### src/design/dkscan_pkg.sv
package dkscan_pkg;

	localparam int ROW_COUNT    = 4;
	localparam int ROW_IDX_BITS = $clog2(ROW_COUNT);
	localparam int ELAPSED_BITS = 20;
	localparam int TICKS_BITS   = 20;
	localparam int CMP_BITS     = (ELAPSED_BITS > TICKS_BITS) ? ELAPSED_BITS : TICKS_BITS;
	localparam int COLUMN_COUNT = 3;

	localparam logic [TICKS_BITS-1:0] TICKS_RESET = TICKS_BITS'(100000);

	typedef logic [ELAPSED_BITS-1:0] elapsed_t;
	typedef logic [1:0]              column_t;

	localparam column_t COL_NONE  = 2'd0;
	localparam column_t COL_FIRST = 2'd1;
	localparam column_t COL_LAST  = 2'd3;

	localparam column_t SCAN_FIRST = 2'd0;
	localparam column_t SCAN_LAST  = 2'd2;

	localparam logic [2:0] DRIVE_NONE = 3'b111;

	function automatic logic [3:0] key_map(input column_t col_idx,
			input logic [ROW_IDX_BITS-1:0] row_idx);
		logic [3:0] code;
		code = 4'd0;
		unique case (col_idx)
			2'd0: begin
				unique case (row_idx)
					2'd0: code = 4'd1;
					2'd1: code = 4'd4;
					2'd2: code = 4'd7;
					default: code = 4'd10;
				endcase
			end
			2'd1: begin
				unique case (row_idx)
					2'd0: code = 4'd2;
					2'd1: code = 4'd5;
					2'd2: code = 4'd8;
					default: code = 4'd0;
				endcase
			end
			2'd2: begin
				unique case (row_idx)
					2'd0: code = 4'd3;
					2'd1: code = 4'd6;
					2'd2: code = 4'd9;
					default: code = 4'd12;
				endcase
			end
			default: code = 4'd0;
		endcase
		return code;
	endfunction

endpackage

### src/design/debounced_keypad_scanner_4x3_core.sv
// channel  direction  handshake            payload
// in       input      in_valid / in_ready  row_levels
// out      output     out_valid/out_ready  column_drive, key_valid, key_code, locked_column
// cfg      input      cfg_wr_en            cfg_wr_data (debounce_ticks)
//
// One item per cycle while the result register is not stalled: an item sits in the
// input register, where the four per-row debouncers and the scan logic update, and
// then waits in the result register.
// Reset releases all rows, starts each debouncer counting and scans from column 1.
// A stalled result register holds the input stage; input is taken whenever the result
// register is free or being emptied in the same cycle.
module debounced_keypad_scanner_4x3_core import dkscan_pkg::*; (
	input  logic                  clk,
	input  logic                  arst_n,
	input  logic                  in_valid,
	output logic                  in_ready,
	input  logic [3:0]            row_levels,
	output logic                  out_valid,
	input  logic                  out_ready,
	output logic [2:0]            column_drive,
	output logic                  key_valid,
	output logic [3:0]            key_code,
	output logic [1:0]            locked_column,
	input  logic                  cfg_wr_en,
	input  logic [TICKS_BITS-1:0] cfg_wr_data
);

	logic [TICKS_BITS-1:0] ticks_q;

	logic                valid_s1;
	logic [ROW_COUNT-1:0] rows_s1;

	logic [ROW_COUNT-1:0] level_q, level_d;
	logic [ROW_COUNT-1:0] settled_q, settled_d;
	elapsed_t             elapsed_q [ROW_COUNT];
	elapsed_t             elapsed_d [ROW_COUNT];
	elapsed_t             elapsed_inc [ROW_COUNT];
	column_t              scan_q, scan_d;
	column_t              held_q, held_d;

	logic                    out_valid_q;
	logic [2:0]              drive_q;
	logic                    key_valid_q;
	logic [3:0]              key_code_q;
	column_t                 locked_q;

	logic                    out_free;
	logic                    advance;
	logic [2:0]              drive;
	logic                    fresh_low;
	logic                    done_found;
	logic [ROW_IDX_BITS-1:0] done_row;
	logic                    report;
	logic [3:0]              code;

	assign out_free = !out_valid_q || out_ready;
	assign advance  = valid_s1 && out_free;
	assign in_ready = !valid_s1 || out_free;

	always_comb begin
		if (held_q != COL_NONE) begin
			drive = ~(3'b001 << (held_q - COL_FIRST));
		end else if (scan_q <= SCAN_LAST) begin
			drive = ~(3'b001 << scan_q);
		end else begin
			drive = DRIVE_NONE;
		end
	end

	always_comb begin
		level_d    = level_q;
		settled_d  = settled_q;
		fresh_low  = 1'b0;
		done_found = 1'b0;
		done_row   = '0;
		for (int r = 0; r < ROW_COUNT; r++) begin
			elapsed_inc[r] = (elapsed_q[r] != '1) ? elapsed_q[r] + elapsed_t'(1) : elapsed_q[r];
			elapsed_d[r]   = elapsed_q[r];
			if (!settled_q[r]) begin
				elapsed_d[r] = elapsed_inc[r];
				if (CMP_BITS'(elapsed_inc[r]) >= CMP_BITS'(ticks_q) || elapsed_inc[r] == '1) begin
					settled_d[r] = 1'b1;
					if (!level_q[r] && !done_found) begin
						done_found = 1'b1;
						done_row   = ROW_IDX_BITS'(r);
					end
				end
			end else if (rows_s1[r] != level_q[r]) begin
				level_d[r]   = rows_s1[r];
				settled_d[r] = 1'b0;
				elapsed_d[r] = '0;
			end
			if (!settled_d[r] && !level_d[r]) begin
				fresh_low = 1'b1;
			end
		end
	end

	always_comb begin
		held_d = held_q;
		scan_d = scan_q;
		if (held_q == COL_NONE) begin
			if (fresh_low && scan_q <= SCAN_LAST) begin
				held_d = scan_q + COL_FIRST;
			end else begin
				scan_d = (scan_q >= SCAN_LAST) ? SCAN_FIRST : scan_q + 2'd1;
			end
		end
		report = (held_d != COL_NONE) && done_found;
		code   = report ? key_map(held_d - COL_FIRST, done_row) : 4'd0;
		if (report) begin
			held_d = COL_NONE;
			scan_d = SCAN_FIRST;
		end
	end

	always_ff @(posedge clk or negedge arst_n) begin
		if (!arst_n) begin
			ticks_q <= TICKS_RESET;
		end else if (cfg_wr_en) begin
			ticks_q <= cfg_wr_data;
		end
	end

	always_ff @(posedge clk or negedge arst_n) begin
		if (!arst_n) begin
			valid_s1 <= 1'b0;
		end else if (in_ready) begin
			valid_s1 <= in_valid;
		end
	end

	always_ff @(posedge clk) begin
		if (in_ready && in_valid) begin
			rows_s1 <= row_levels;
		end
	end

	always_ff @(posedge clk or negedge arst_n) begin
		if (!arst_n) begin
			level_q   <= '1;
			settled_q <= '0;
			for (int r = 0; r < ROW_COUNT; r++) begin
				elapsed_q[r] <= '0;
			end
			scan_q <= SCAN_FIRST;
			held_q <= COL_NONE;
		end else if (advance) begin
			level_q   <= level_d;
			settled_q <= settled_d;
			for (int r = 0; r < ROW_COUNT; r++) begin
				elapsed_q[r] <= elapsed_d[r];
			end
			scan_q <= scan_d;
			held_q <= held_d;
		end
	end

	always_ff @(posedge clk or negedge arst_n) begin
		if (!arst_n) begin
			out_valid_q <= 1'b0;
		end else if (out_free) begin
			out_valid_q <= valid_s1;
		end
	end

	always_ff @(posedge clk) begin
		if (advance) begin
			drive_q     <= drive;
			key_valid_q <= report;
			key_code_q  <= code;
			locked_q    <= held_d;
		end
	end

	assign out_valid     = out_valid_q;
	assign column_drive  = drive_q;
	assign key_valid     = key_valid_q;
	assign key_code      = key_code_q;
	assign locked_column = locked_q;

`ifndef SYNTHESIS
	a_report_unlocks: assert property (@(posedge clk) disable iff (!arst_n)
		out_valid_q && key_valid_q |-> locked_q == COL_NONE)
		else $error("reported item still shows a locked column");

	a_code_zero_idle: assert property (@(posedge clk) disable iff (!arst_n)
		out_valid_q && !key_valid_q |-> key_code_q == 4'd0)
		else $error("key code nonzero without a report");

	a_scan_in_range: assert property (@(posedge clk) disable iff (!arst_n)
		scan_q != 2'd3)
		else $error("scan column out of range");

	a_one_column: assert property (@(posedge clk) disable iff (!arst_n)
		out_valid_q |-> $countones(drive_q) == 2)
		else $error("column drive does not ground exactly one column");

	a_hold_on_stall: assert property (@(posedge clk) disable iff (!arst_n)
		valid_s1 && !out_free |=> $stable(held_q) && $stable(scan_q))
		else $error("scan state moved while result register stalled");
`endif

endmodule
### config.mk
export PLATFORM = sky130hd
export DESIGN_NAME = debounced_keypad_scanner_4x3_core
export DESIGN_NICKNAME = d
export VERILOG_FILES = /design/src/design/dkscan_pkg.sv /design/src/design/debounced_keypad_scanner_4x3_core.sv
export SDC_FILE = /design/constraint.sdc
export NUM_CORES = 1
export LEC_CHECK = 0
export BUFFER_PORTS_ARGS = -buffer_cell sky130_fd_sc_hd__buf_2
export CELL_PAD_IN_SITES_DETAIL_PLACEMENT = 1
export CELL_PAD_IN_SITES_GLOBAL_PLACEMENT = 1
export CORE_ASPECT_RATIO = 0.5
export CORE_UTILIZATION = 53
export CTS_CLUSTER_DIAMETER = 80
export CTS_CLUSTER_SIZE = 14
export DETAILED_ROUTE_END_ITERATION = 10
export MAX_ROUTING_LAYER = met4
export PLACE_DENSITY_LB_ADDON = 0.1
export SLEW_MARGIN = 30
export SYNTH_ARGS = -nofsm -noshare
export SYNTH_HDL_FRONTEND = slang
export SYNTH_SLANG_ARGS = --single-unit
export TNS_END_PERCENT = 5
### constraint.sdc
create_clock -name clk -period 8.15 [get_ports clk]
set_clock_uncertainty 0.1 [all_clocks]
set_input_delay 1.63 -clock clk [delete_from_list [all_inputs] [get_ports clk]]
set_output_delay 1.63 -clock clk [all_outputs]
set_load 0.02 [all_outputs]
## Word-level counts from Yosys, hierarchy flattened

Index checks and enable logic that the tools add are counted.

| word-level totals | value |
|---|---|
| bits in registers | 128 |
| output and inout bits | 12 |
| bits of input ports | 29 |
| logic and storage cells | 168 |

| operators by class | value |
|---|---|
| bitwise logic cells | 2 |
| $add $sub $neg | 7 |
| shift operators | 2 |
| equality and inequality tests | 21 |
| multiplexer cells | 70 |
| $lt $le $gt $ge | 6 |
| reduce and logical (&&, ||, !) cells | 44 |

Operators with widths:

| cell | number |
|---|---|
| 20-bit two-way mux | 12 |
| 20-bit by 1-bit adder with 20-bit output (second input constant) | 4 |
| 20-bit equality test (second input constant) | 4 |
| 20-bit greater-or-equal comparator | 4 |
| 20-bit inequality test (second input constant) | 4 |
| 4-bit one-hot mux with 3 select lines | 4 |
| 1-bit two-way mux | 39 |
| 2-bit two-way mux | 13 |
| 1-bit logical NOT | 16 |
| 1-bit logical AND | 11 |
| 2-bit by 1-bit inequality test with 1-bit output (second input constant) | 4 |
| 2-bit AND reduction | 4 |
| 2-bit logical NOT | 3 |
| 1-bit logical OR | 6 |
| 3-bit two-way mux | 2 |
| 3-bit inverter | 2 |
| 2-bit nonzero test | 3 |
| 1-bit by 2-bit << shifter with 3-bit output (first input constant) | 2 |
| 2-bit by 1-bit equality test with 1-bit output (second input constant) | 2 |
| 2-bit equality test (second input constant) | 2 |
| 1-bit inequality test | 4 |
| 2-bit by 1-bit subtractor with 2-bit output (second input constant) | 2 |
| 3-bit AND reduction | 1 |
| 2-bit by 1-bit adder with 2-bit output (second input constant) | 1 |
| 3 further kinds | 3 |

## Depth between registers and ports, before layout

| logic depth | value |
|---|---|
| word-level depth | 24 |
| gate-level depth with buffers | 23 |
| depth with buffers taken out | 22 |

## Worst setup path after synthesis

OpenSTA, ideal clock, no wires.

| timing path | value |
|---|---|
| path kind | flip-flop to flip-flop |
| start point | register elapsed_q[40] (netlist name) |
| end point | register key_code_q[1] (netlist: key_code[1]) (data pin) |
| period minus slack after synthesis | 4.762 ns |
| setup time | 0.255 ns |
| cell stages (with the launch flop) | 23 |
| setup slack | 3.388 ns |
| arrival | 4.407 ns |
| required time | 7.795 ns |
| buffers on the path | 1 |
| cells stage by stage | dfrtp_1 > ha_1 > nand4_1 > nor4_1 > nand2_1 > clkbuf_1 > and3_2 > nor2_1 > ha_1 > a21o_1 > a21o_1 > a21oi_1 > o31a_1 > o21ai_0 > a21oi_1 > nand2_1 > a21oi_1 > and2_1 > ha_1 > nand2_1 > o21ai_0 > a221oi_2 > and3_1 |

| on the way | value |
|---|---|
| word-level cells in the longest chain between the ends | 19 |
| elaborated cells between the ends (all ways) | 49 |
| those cells by class | add/sub (2); order compare (1); eq/ne (6); mux (28); reduce/logical (12) |

Ends and longest elaborated chain:

| item | RTL line | source |
|---|---|---|
| start, declared | debounced_keypad_scanner_4x3_core.sv:35 | `elapsed_t elapsed_q [ROW_COUNT];` |
| start signal, assigned by index | debounced_keypad_scanner_4x3_core.sv:152 | `elapsed_q[r] <= elapsed_d[r];` |
| 20-bit by 1-bit adder with 20-bit output / 20-bit inequality test (equally long branches) | debounced_keypad_scanner_4x3_core.sv:77 | `elapsed_inc[r] = (elapsed_q[r] != '1) ? elapsed_q[r] + elapsed_t'(1) : elapsed_q[r];` |
| 20-bit two-way mux * | debounced_keypad_scanner_4x3_core.sv:77 |  |
| 20-bit greater-or-equal comparator / 20-bit equality test (equally long branches) | debounced_keypad_scanner_4x3_core.sv:81 | `if (CMP_BITS'(elapsed_inc[r]) >= CMP_BITS'(ticks_q) \|\| elapsed_inc[r] == '1) begin` |
| 1-bit logical OR * | debounced_keypad_scanner_4x3_core.sv:81 |  |
| 1-bit two-way mux | debounced_keypad_scanner_4x3_core.sv:81 |  |
| 1-bit two-way mux | debounced_keypad_scanner_4x3_core.sv:79 | `if (!settled_q[r]) begin` |
| 1-bit logical NOT | debounced_keypad_scanner_4x3_core.sv:83 | `if (!level_q[r] && !done_found) begin` |
| 1-bit logical AND | debounced_keypad_scanner_4x3_core.sv:83 |  |
| (+3 left out) | n/a |  |
| 1-bit logical NOT | debounced_keypad_scanner_4x3_core.sv:83 |  |
| 1-bit logical AND | debounced_keypad_scanner_4x3_core.sv:83 |  |
| 2-bit two-way mux | debounced_keypad_scanner_4x3_core.sv:83 |  |
| 2-bit two-way mux | debounced_keypad_scanner_4x3_core.sv:81 |  |
| 2-bit two-way mux | debounced_keypad_scanner_4x3_core.sv:79 |  |
| 2-bit equality test (tied with other cells) | dkscan_pkg.sv:30, dkscan_pkg.sv:38, dkscan_pkg.sv:46 |  |
| 4-bit one-hot mux with 3 select lines, on equally long branches | dkscan_pkg.sv:46, dkscan_pkg.sv:30, dkscan_pkg.sv:38 |  |
| 4-bit one-hot mux with 3 select lines | dkscan_pkg.sv:28 | `unique case (col_idx)` |
| end signal, assigned | debounced_keypad_scanner_4x3_core.sv:171 | `key_code_q <= code;` |
| end, declared | debounced_keypad_scanner_4x3_core.sv:44 | `logic [3:0] key_code_q;` |

Every way passes the cells marked *; elsewhere a longest branch is shown, timed or not.
A chain may end at the register's enable or synchronous reset.

## Final worst setup path

| timing path | value |
|---|---|
| start point | register elapsed_q[0] (netlist name) |
| end point | register key_code_q[1] (netlist: key_code[1]) (data pin) |

| on the way | value |
|---|---|
| word-level cells in the longest chain between the ends | 15 |
| elaborated cells between the ends (all ways) | 31 |
| those cells by class | add/sub (2); order compare (1); eq/ne (6); mux (14); reduce/logical (8) |

Ends and longest elaborated chain:

| item | RTL line | source |
|---|---|---|
| 20-bit by 1-bit adder with 20-bit output / 20-bit inequality test (equally long branches) | debounced_keypad_scanner_4x3_core.sv:77 |  |
| 20-bit two-way mux * | debounced_keypad_scanner_4x3_core.sv:77 |  |
| 20-bit greater-or-equal comparator / 20-bit equality test (equally long branches) | debounced_keypad_scanner_4x3_core.sv:81 |  |
| 1-bit logical OR * | debounced_keypad_scanner_4x3_core.sv:81 |  |
| 1-bit two-way mux | debounced_keypad_scanner_4x3_core.sv:81 |  |
| 1-bit two-way mux | debounced_keypad_scanner_4x3_core.sv:79 |  |
| 1-bit logical NOT | debounced_keypad_scanner_4x3_core.sv:93 | `if (!settled_d[r] && !level_d[r]) begin` |
| 1-bit logical AND | debounced_keypad_scanner_4x3_core.sv:93 |  |
| 1-bit two-way mux | debounced_keypad_scanner_4x3_core.sv:93 |  |
| 1-bit logical AND | debounced_keypad_scanner_4x3_core.sv:103 | `if (fresh_low && scan_q <= SCAN_LAST) begin` |
| 2-bit two-way mux | debounced_keypad_scanner_4x3_core.sv:103 |  |
| 2-bit two-way mux | debounced_keypad_scanner_4x3_core.sv:102 | `if (held_q == COL_NONE) begin` |
| 2-bit by 1-bit subtractor with 2-bit output | debounced_keypad_scanner_4x3_core.sv:110 | `code = report ? key_map(held_d - COL_FIRST, done_row) : 4'd0;` |
| 2-bit equality test (tied with other cells) | dkscan_pkg.sv:28 |  |
| 4-bit one-hot mux with 3 select lines | dkscan_pkg.sv:28 |  |

Marks and branches as above.

==> flow_summary.ini <==
[routing]
routed_wire_length_per_instance_um = 23.63
drc = 0
drt_pre_antenna_iters = 7
number_of_vias_after_detailed_routing = 9367
routed_via_density = 6.749
drt_wl_total_um = 32800
detailedRoute.firstIterationViolations = 585
final_antenna_net_count = 0

[status]
run_status = completed

[synthesis]
mean_instance_size_in_the_synthesized_netlist_um2 = 8.765
yosys.cell_types.count = 84
post-synth-top-area-cell = dfrtp_1
async_reset_ff_share_pct = 89.06
syn-instance-count = 1132
synthesis.area_um2 = 9922
postSynth.topFlopCell = dfrtp_1
synthMostInstantiatedCell = nand2_1
synth_top_cells_by_area = dfrtp_1, ha_1, a22o_1
yosys_register_bits = 128
ys_top_cells_by_count = nand2_1, dfrtp_1, nor2_1
synthesis.nets = 1253
yosysSeqAreaShare_pct = 33.11
synth-edff-count = 14
post-synth-top-area-fraction_pct = 26.23
yosysWarningCount = 0

[power]
net-switching-power_mw = 0.8690
max-vdd-ir-drop_mv = 0.1629
share_seq_of_total_power_pct = 36.4
total_leakage_power_nw = 4.999
p_sw_share_pct = 36.47
cell_internal_pwr_mw = 1.513
pwr-share-clk_pct = 35.7
total_power_mw = 2.382
powerDensity_nw_per_um2 = 220.0
power.combinational.fraction_pct = 27.9

[grt]
grt_first_pass_wirelength_um = 53110
grt_usage_pct = 36.39
globalRoute.totalOverflow = 0
grt_start_max_net_pins = 66
antenna_found_initial = 0
grt_pass1_vias = 9508

[setup_path]
critical_path_class = flip-flop to flip-flop
timing.critical_path.cells = ha_1, and3_1, nand4_1, nor3_1, nor3_1, xnor2_1, ha_1, a21o_1, a21o_1, a21oi_1, o211ai_1, a21oi_1, nor3_1, o31ai_1, nand2_1, and2_1, ha_1, nand2_1, o21ai_0, a221oi_2, and3_1
rrSetupSlack_ns = 2.29
endpoint_kind = flip-flop
worst_ep_required_time_ns = 8.35
worst-path-max-fanout = 10
critical-path-max-stage-delay_ns = 0.76
cpMaxStageDelayCell = nor3_1
worst-path-buf-inv = 0
critical_path.top_delay_family = simple AND/OR/NAND/NOR gates
critical_path.startpoint_type = flip-flop
data_arrival_critical_path_ns = 6.07

[clocking]
cts_inserted_buffers = 17
clk-insertion-delay-late_ns = 0.43
path_clk_slew_ns = 0.06
holdBufCountCts = 0
clock-root-buffer = clkbuf_16
cts.path.max_buffers = 2
cts_tree = yes
cts_num_sinks = 128
cts.repair.resized = 0
htree_levels = 4
cts_setup_buffers = 0

[final_layout]
num-fill-cells = 2120
seq_area_um2 = 3286
n_antenna_cell = 0
final_cell_count_no_fill = 1388
area_growth_pct = 9.155
post_route_cells_drive_above_1_share_pct = 10.83
post_layout_net_count = 1262
multi_input_area_um2 = 6210

[timing]
slew_headroom_pct = 37.60
finalHoldViolations = 0
setup_slack_after_layout_ns = 2.286
tns_ns = 0
final_setup_violations = 0
report.final.slew_viol_count = 0
final.min_clock_period_ns = 5.864
max_clock_freq_mhz = 170.5
worstMarginPinSlew_ns = 0.9288
post-route-period-util_pct = 71.95
rsz0062_at_grt = no

[die]
rows = 34
core_area_um2 = 17820
die_w_um = 195.5
floorplan.initialDensity_pct = 55.66
dieHeight_um = 98.75
floorplan.die_area_um2 = 19310
num_io_pins = 41

[placement]
final_estimated_routing_congestion_in_global_placement = 0.9523
placed_cells_incl_taps = 1356
place.detailed.hpwl_um = 22910
io_buffer_count = 40
placement.setup.worst_slack_ns = 2.376

[run]
drv.max_cap_violation_count = 0

[worst_hold_path]
min-delay-path-class = flip-flop to flip-flop
-- registers in the layout, summed over array words and instances (netlist names) --
name / count
settled_q: 4
scan_q: 2
key_valid: 1
elapsed_q: 80
held_q: 2
level_q: 4
out_valid: 1
column_drive: 3
ticks_q: 20
valid_s1: 1
locked_column: 2
key_code: 4
rows_s1: 4
-- routing by layer --
metal	wire length, um	global-route usage (%)
met1	15050	48.23
met2	14870	55.60
met3	1807	5.921
met4	1074	15.02
met5	0	-
-- area by class of cell --
cell class	instances	share of cell area (%)
clock buffer	21	4.540
clock inverter	11	1.375
inverter	43	1.490
multi-input combinational	906	57.34
sequential	128	30.34
tap	234	2.703
timing repair buffer	45	2.218
-- metrics by stage --
step | hold slack (ns) | util (%) | cell area, um^2
floorplan | 0.3572 | - | 9922
global placement | 0.3673 | 57.12 | 10180
detailed placement | 0.3923 | 57.13 | 10180
CTS | 0.4075 | 60.73 | 10820
global route | 0.4518 | 60.76 | 10830
finish | 0.4041 | 60.76 | 10830
-- cells in the final DEF, fill, tap and decap left out, types with 20 or more instances in the layout --
master,n
nor2_1,92
and3_1,20
nand2_1,120
nor3_1,25
nand3_1,46
ha_1,92
dfrtp_1,104
a21oi_1,64
a22o_1,53
buf_2,39
a21o_1,32
xnor2_1,22
o21ai_0,70
nand4_1,33
inv_1,42
-- final timing paths --
path / end / startpoint / depth (start not counted)
setup reg to reg: key_code[1] / elapsed_q[0] / 21
min in group asynchronous: elapsed_q[58] / arst_n / 1
setup / recovery: key_code[1] / elapsed_q[0] / 21
hold reg to reg: out_valid / valid_s1 / 1
max in group asynchronous: elapsed_q[2] / arst_n / 2
hold / removal: out_valid / valid_s1 / 1
-- power by group through the flow --
stage          clock network (mW)  logic [mW]  registers [mW]
2_1_floorplan                   0       0.515           0.811
3_3_place_gp                    0       0.606           0.862
3_5_place_dp                    0       0.644           0.872
4_1_cts                     0.855       0.656           0.863
5_1_grt                     0.880       0.735           0.881
6_report                    0.850       0.665           0.867
-- worst reg2reg max path: stages (launching register included) --
cell,delay (ns)
dfrtp_1,0.54
ha_1,0.43
and3_1,0.29
nand4_1,0.20
nor3_1,0.76
nor3_1,0.21
xnor2_1,0.31
ha_1,0.32
a21o_1,0.18
a21o_1,0.18
a21oi_1,0.15
o211ai_1,0.10
a21oi_1,0.16
nor3_1,0.09
o31ai_1,0.55
nand2_1,0.09
and2_1,0.19
ha_1,0.26
nand2_1,0.10
o21ai_0,0.11
a221oi_2,0.24
and3_1,0.17
-- logic make-up after synthesis --
logic type / synth area share [%]
AOI/OAI and AO/OA: 22.45
xor gates and xnor gates: 3.783
adders and majority gates: 11.60
buffers and inverters: 4.388
DFF: 33.11
muxes: 1.929
and+or+nand+nor: 22.74
Power figures use the tool's default switching activity.
